`config.mk`:
```
export PLATFORM = sky130hd
export DESIGN_NAME = bvs_cell
export DESIGN_NICKNAME = d
export VERILOG_FILES = /design/src/rtl/bvs_pkg.sv /design/src/rtl/bvs_cell.sv
export SDC_FILE = /design/constraint.sdc
export NUM_CORES = 1
export LEC_CHECK = 0
export BUFFER_PORTS_ARGS = -buffer_cell sky130_fd_sc_hd__buf_2
export CORE_MARGIN = 2
export CORE_UTILIZATION = 33
export CTS_CLUSTER_SIZE = 40
export DETAILED_ROUTE_END_ITERATION = 6
export HOLD_SLACK_MARGIN = 0.06
export SLEW_MARGIN = 10
export SYNTH_ARGS = -nofsm -noshare
export SYNTH_HDL_FRONTEND = slang
export SYNTH_SLANG_ARGS = --single-unit
```
`constraint.sdc`:
```
create_clock -name i_clk -period 23.3 [get_ports i_clk]
set_input_delay 1.165 -clock i_clk [delete_from_list [all_inputs] [get_ports i_clk]]
set_output_delay 1.165 -clock i_clk [all_outputs]
set_load 0.02 [all_outputs]
```
`src/rtl/bvs_pkg.sv`:
```
// types and constants of the batched vector similarity block
`default_nettype none

package bvs_pkg;

    localparam int ELEM_W  = 16;
    localparam int OPND_W  = ELEM_W + 1;
    localparam int TERM_W  = 2 * OPND_W;
    localparam int ACC_W   = 48;
    localparam int SUM_W   = ACC_W + 1;
    localparam int LANES   = 4;
    localparam int OUT_DLY = LANES - 1;

    localparam logic MODE_DOT  = 1'b0;
    localparam logic MODE_DIST = 1'b1;

    typedef logic signed [ELEM_W-1:0] t_elem;
    typedef logic signed [OPND_W-1:0] t_opnd;
    typedef logic signed [TERM_W-1:0] t_term;
    typedef logic signed [ACC_W-1:0]  t_acc;
    typedef logic signed [SUM_W-1:0]  t_sum;

    localparam t_acc ACC_MAX = {1'b0, {(ACC_W-1){1'b1}}};
    localparam t_acc ACC_MIN = {1'b1, {(ACC_W-1){1'b0}}};

    typedef struct packed {
        logic signed [ELEM_W-1:0] query_element;
        logic signed [ELEM_W-1:0] cand_a_element;
        logic signed [ELEM_W-1:0] cand_b_element;
        logic signed [ELEM_W-1:0] cand_c_element;
        logic signed [ELEM_W-1:0] cand_d_element;
        logic                     last_element;
    } t_in;

    typedef struct packed {
        logic signed [ACC_W-1:0] score_a;
        logic signed [ACC_W-1:0] score_b;
        logic signed [ACC_W-1:0] score_c;
        logic signed [ACC_W-1:0] score_d;
    } t_out;

    // request travelling along the row of cells
    typedef struct packed {
        logic  valid;
        logic  mode;
        logic  last;
        t_elem q;
    } t_tok;

endpackage

`default_nettype wire

```
`src/rtl/bvs_cell.sv`:
```
// one lane cell: multiply or square the difference, then saturating accumulate
`default_nettype none

module bvs_cell (
    input  logic           i_clk,
    input  logic           i_rst_n,
    input  logic           i_adv,
    input  bvs_pkg::t_tok  i_tok,
    input  bvs_pkg::t_elem i_cand,
    output bvs_pkg::t_tok  o_tok,
    output logic           o_score_valid,
    output bvs_pkg::t_acc  o_score
);

    bvs_pkg::t_tok  r_tok;
    bvs_pkg::t_term r_prod;
    logic           r_pvalid;
    logic           r_plast;
    bvs_pkg::t_acc  r_acc;
    bvs_pkg::t_acc  n_acc;
    bvs_pkg::t_acc  r_score;
    logic           r_svalid;

    bvs_pkg::t_opnd w_q;
    bvs_pkg::t_opnd w_c;
    bvs_pkg::t_opnd w_diff;
    bvs_pkg::t_opnd w_x;
    bvs_pkg::t_opnd w_y;
    bvs_pkg::t_term w_prod;
    bvs_pkg::t_sum  w_sum;

    assign w_q    = {i_tok.q[bvs_pkg::ELEM_W-1], i_tok.q};
    assign w_c    = {i_cand[bvs_pkg::ELEM_W-1], i_cand};
    assign w_diff = w_q - w_c;
    assign w_x    = (i_tok.mode == bvs_pkg::MODE_DIST) ? w_diff : w_q;
    assign w_y    = (i_tok.mode == bvs_pkg::MODE_DIST) ? w_diff : w_c;
    assign w_prod = w_x * w_y;

    assign w_sum = {r_acc[bvs_pkg::ACC_W-1], r_acc}
                 + {{(bvs_pkg::SUM_W-bvs_pkg::TERM_W){r_prod[bvs_pkg::TERM_W-1]}}, r_prod};

    // clamp to the accumulator range
    always_comb begin
        if (w_sum[bvs_pkg::SUM_W-1] != w_sum[bvs_pkg::SUM_W-2]) begin
            n_acc = w_sum[bvs_pkg::SUM_W-1] ? bvs_pkg::ACC_MIN : bvs_pkg::ACC_MAX;
        end else begin
            n_acc = w_sum[bvs_pkg::ACC_W-1:0];
        end
    end

    always_ff @(posedge i_clk) begin
        if (!i_rst_n) begin
            r_tok    <= '0;
            r_pvalid <= 1'b0;
            r_plast  <= 1'b0;
            r_acc    <= '0;
            r_svalid <= 1'b0;
        end else if (i_adv) begin
            r_tok    <= i_tok;
            r_pvalid <= i_tok.valid;
            r_plast  <= i_tok.last;
            r_svalid <= r_pvalid & r_plast;
            if (r_pvalid) begin
                r_acc <= r_plast ? '0 : n_acc;
            end
        end
    end

    always_ff @(posedge i_clk) begin
        if (i_adv) begin
            r_prod <= w_prod;
            if (r_pvalid & r_plast) begin
                r_score <= n_acc;
            end
        end
    end

    assign o_tok         = r_tok;
    assign o_score_valid = r_svalid;
    assign o_score       = r_score;

endmodule

`default_nettype wire

```
## Yosys cells after proc, flatten, opt, wreduce, memory -nomap -nowiden

Cells that the tools add are included.

- Add/subtract/negate cells: 2
- $mul: 1
- Div/mod/pow operators: 0
- Order comparisons: 0
- Equal/unequal tests: 1
- Shift operators: 0
- Multiplexer cells: 5
- Bitwise logic cells: 1
- Reductions and logical operators: 2

Operator list:

| cell | count |
|---|---|
| $mux 48 | 3 |
| $add 48x34->49 | 1 |
| $mul 17x17->34 | 1 |
| $mux 17 | 2 |
| $sub 16x16->17 | 1 |
| $reduce_and 2->1 | 2 |
| $and 1x1->1 | 1 |
| $ne 1x1->1 | 1 |

- Register bits: 150
- Latch bits: 0
- RAM bits: 0
- Bits in read-only memories: 0
- Bits of input ports: 38
- Word-level logic and storage cells: 20
- Memories: 0

## Longest topological paths before layout

- Depth after elaboration: 4
- Gate-level depth with buffers: 36
- Gate-level depth less buffers: 35

## Least setup slack after synthesis

Ideal clock, no wire load.

- Path kind: input -> register
- From: input port i_tok[0] in the netlist's numbering
- To: register r_prod[33] (data pin)
- Data arrival time: 8563 ps
- Setup slack: 14477 ps
- Cell stages on the path: 34
- Path buffers: 0
- Cell sequence: inv_1 > ha_1 > fa_1 > nand2b_1 > a21oi_1 > o21ai_1 > a211oi_1 > o21ai_1 > nand2_1 > xor2_1 > nand2_1 > a21boi_0 > nor2_1 > fa_1 > fa_1 > inv_1 > fa_1 > inv_1 > fa_1 > inv_1 > fa_1 > inv_1 > fa_1 > ha_1 > a21oi_1 > o21ai_0 > o2bb2ai_1 > a21o_1 > a211o_1 > a21oi_2 > nor2b_1 > o311a_1 > a31oi_1 > xnor2_1

- Longest elaborated chain between the ends: 3
- Elaborated cells between the ends (all ways): 4
- Classes of those cells: 1 x add/sub; 1 x mul; 2 x mux

Ends and longest elaborated chain:

| what | RTL line | text |
|---|---|---|
| start: declaration | bvs_cell.sv:8 | `input bvs_pkg::t_tok i_tok,` |
| $sub 16x16->17 | bvs_cell.sv:34 | `assign w_diff = w_q - w_c;` |
| $mux 17, on equally long branches | bvs_cell.sv:35, bvs_cell.sv:36 |  |
| $mul 17x17->34 (*) | bvs_cell.sv:37 | `assign w_prod = w_x * w_y;` |
| named net w_prod[33] | bvs_cell.sv:29 | `bvs_pkg::t_term w_prod;` |
| end signal: assignment | bvs_cell.sv:71 | `r_prod <= w_prod;` |
| end: declaration | bvs_cell.sv:16 | `bvs_pkg::t_term r_prod;` |

Mark *: on every way through the listed nets, which the timed path passes. The rest lies on a longest branch.
A chain may end at the register's enable or synchronous reset.

## Worst setup path in the final report

Same ends and word-level chain as after synthesis.

==> impl_metrics.toml <==
[routing]
vias_per_cell = 5.11
drtPass1Iterations = 5
vias = 15386
avgRoutedWirePerCell_um = 18.4
drt_wl_total_um = 55600
drc = 0
final_antenna_net_count = 0
drt-initial-drc-count = 840

[critical_path]
critPathSlowestCell = "a21boi_0"
worst_ep_arrival_time_ps = 9860
crit_fanout = 6
start_kind = "input pin"
cpPeakStageDelay_ps = 820
crit_type = "input pin to flop"
worstPathRequired_ps = 23500
crit_top_cell = "fa_1"
endpoint_kind = "flop"

[die]
design.core.area_um2 = 60000
die-area_um2 = 62500
rows = 90
die_h_um = 250
die_x_um = 250
io_pins = 106
start_util_pct = 33.2

[global_route]
grt_pass1_vias = 16595
overflow = 0
grt_pass1_wl_um = 90100
grt_max_degree = 60
grt_usage_pct = 18.5
antenna_found_initial = 1

[synthesis]
synth-edff-count = 82
ys_ff_latch = 150
yosys.area.top_type_share_pct = 29.9
netlist_area_um2 = 20000
synth_cell_type_count = 78
avgSynthCellArea_um2 = 9.28
synth_cells = 2150
synth.most_common_cell = "inv_1"
ys_seq_area_share_pct = 19.2
synth_area_leaders = "fa_1, edfxtp_1, ha_1, dfxtp_1, inv_1"
yosys.area.top_type = "fa_1"
ys_async_sr_fraction_pct = 0
synth.top_cells.by_count = "inv_1, fa_1, nand2_1"
synth_flop_cell = "edfxtp_1"
synth_nets = 2635
yosys_warnings = 0

[cts]
cts_made_buffers = 17
clockBufferDepth = 2
postCtsHoldBufs = 0
cts_tree = "done"
clock_latency_ps = 480
path_clk_slew_ps = 70
cts_sinks = 150
post_cts_buffers = 0
clockRootBuffer = "clkbuf_16"
htree_levels = 4
cts_resized = 0

[sta]
rsz0062_at_grt = "false"
finClkSkew_ps = 22.6
slew_headroom_pct = 20.4
setup_viol = 0
slew_violations = 0
min_period_ps = 9660
hold_viol = 0
fmax_ghz = 0.103
worst_slew_pin_slew_ps = 1190
finalWorstSetupSlack_ps = 13640
setup_tns_ps = 0
fin_crit_sh_pct = 41.5

[place]
post-place-ws_ps = 13150
placed_cells = 2982
place.gp.congestion = 0.939
port_buffers = 105
hpwl_um = 44800

[cells_and_area]
final-instance-count-excl-fill = 3013
area_growth_pct = 9.35
utilization_pct = 36.4
nets = 2704
drive_gt1_share_pct = 10.1
antennaDiodeCount = 0

[worst_hold_path]
hold_class = "flop to flop"

[job]
drv_cap = 0

[status]
outcome = "finished, final reports clean"
-- state kept, by name, indices dropped and copies added (netlist names) --
signal and flops:
o_score_valid 1, r_acc 48, r_prod 34, r_pvalid 1, o_score 48, o_tok 17, r_plast 1
-- kinds of logic (layout without fill, tap and decap cells) --
| family | count (synthesis) | in the layout | share of synthesized area [%] |
|---|---|---|---|
| mux | 22 | 22 | 1.13 |
| buf+inv | 428 | 509 | 8.61 |
| flops | 150 | 150 | 19.2 |
| xor+xnor | 84 | 84 | 3.69 |
| compound gates | 454 | 454 | 15.5 |
| simple gates | 565 | 565 | 12.7 |
| fa+ha+maj | 447 | 447 | 39.2 |
-- final cells by class --
cell class                 instances  area [µm²]
fill                            6155       38200
multi-input combinational       1572       14400
sequential                       150        3820
inverter                         348        1310
tap                              782         978
timing repair buffer             130         713
clock buffer                      20         468
clock inverter                    11        86.3
-- path summary, 6_finish.rpt --
check,startpoint,end,slack [ps],cells after the start
min reg2reg,r_acc[11],r_acc[11],470,2
max reg2reg,r_prod[33],r_acc[13],19150,9
max,i_tok[0],r_prod[33],13640,33
min,r_acc[11],r_acc[11],470,2
-- metrics by stage --
step,area [µm²],hold WS (ps)
6_report,21800,466
5_1_grt,21800,491
4_1_cts,21800,473
3_5_place_dp,21300,455
3_3_place_gp,21300,448
2_1_floorplan,20000,439
-- layout by cell type (no fill, tap or decap), types with 4 or more instances in the layout --
master and instances:
a211o_1 4, a211oi_1 7, a21boi_0 14, a21boi_1 10, a21o_1 62, a21oi_1 100
a21oi_2 4, a31oi_1 7, and2_1 15, and3_1 6, buf_2 105, buf_4 25
clkbuf_16 18, dfxtp_1 68, edfxtp_1 82, fa_1 298, ha_1 149, inv_1 347
inv_6 4, mux2i_1 19, nand2_1 231, nand2b_1 19, nand3_1 23, nand3b_1 7
nand4_1 14, nor2_1 175, nor2b_1 28, nor3_1 18, o211ai_1 13, o211ai_2 40
o21a_1 10, o21ai_0 100, o21ai_1 30, o21bai_1 14, o31a_1 4, or3_1 5
xnor2_1 59, xor2_1 25
-- per-layer routing --
layer  part of all wire, %  global-route usage [%]  vias to the layer above
li1                      -                       -                     7162
met2                    48                    31.8                      421
met1                    43                    23.1                     7691
met5                     0                       0                        -
met4                   3.5                    7.31                        0
met3                   4.7                    3.06                      112
-- worst max-delay path: cells and delay by family --
kind / cells / cell delay (ps)
fa+ha+maj: 9 / 4040
compound gates: 14 / 3540
xor+xnor: 2 / 250
buf+inv: 4 / 280
simple gates: 4 / 570
Power is left out: the tool's default activity adds up to more than one toggle a clock period on the data nets, which glitch-free logic cannot reach.
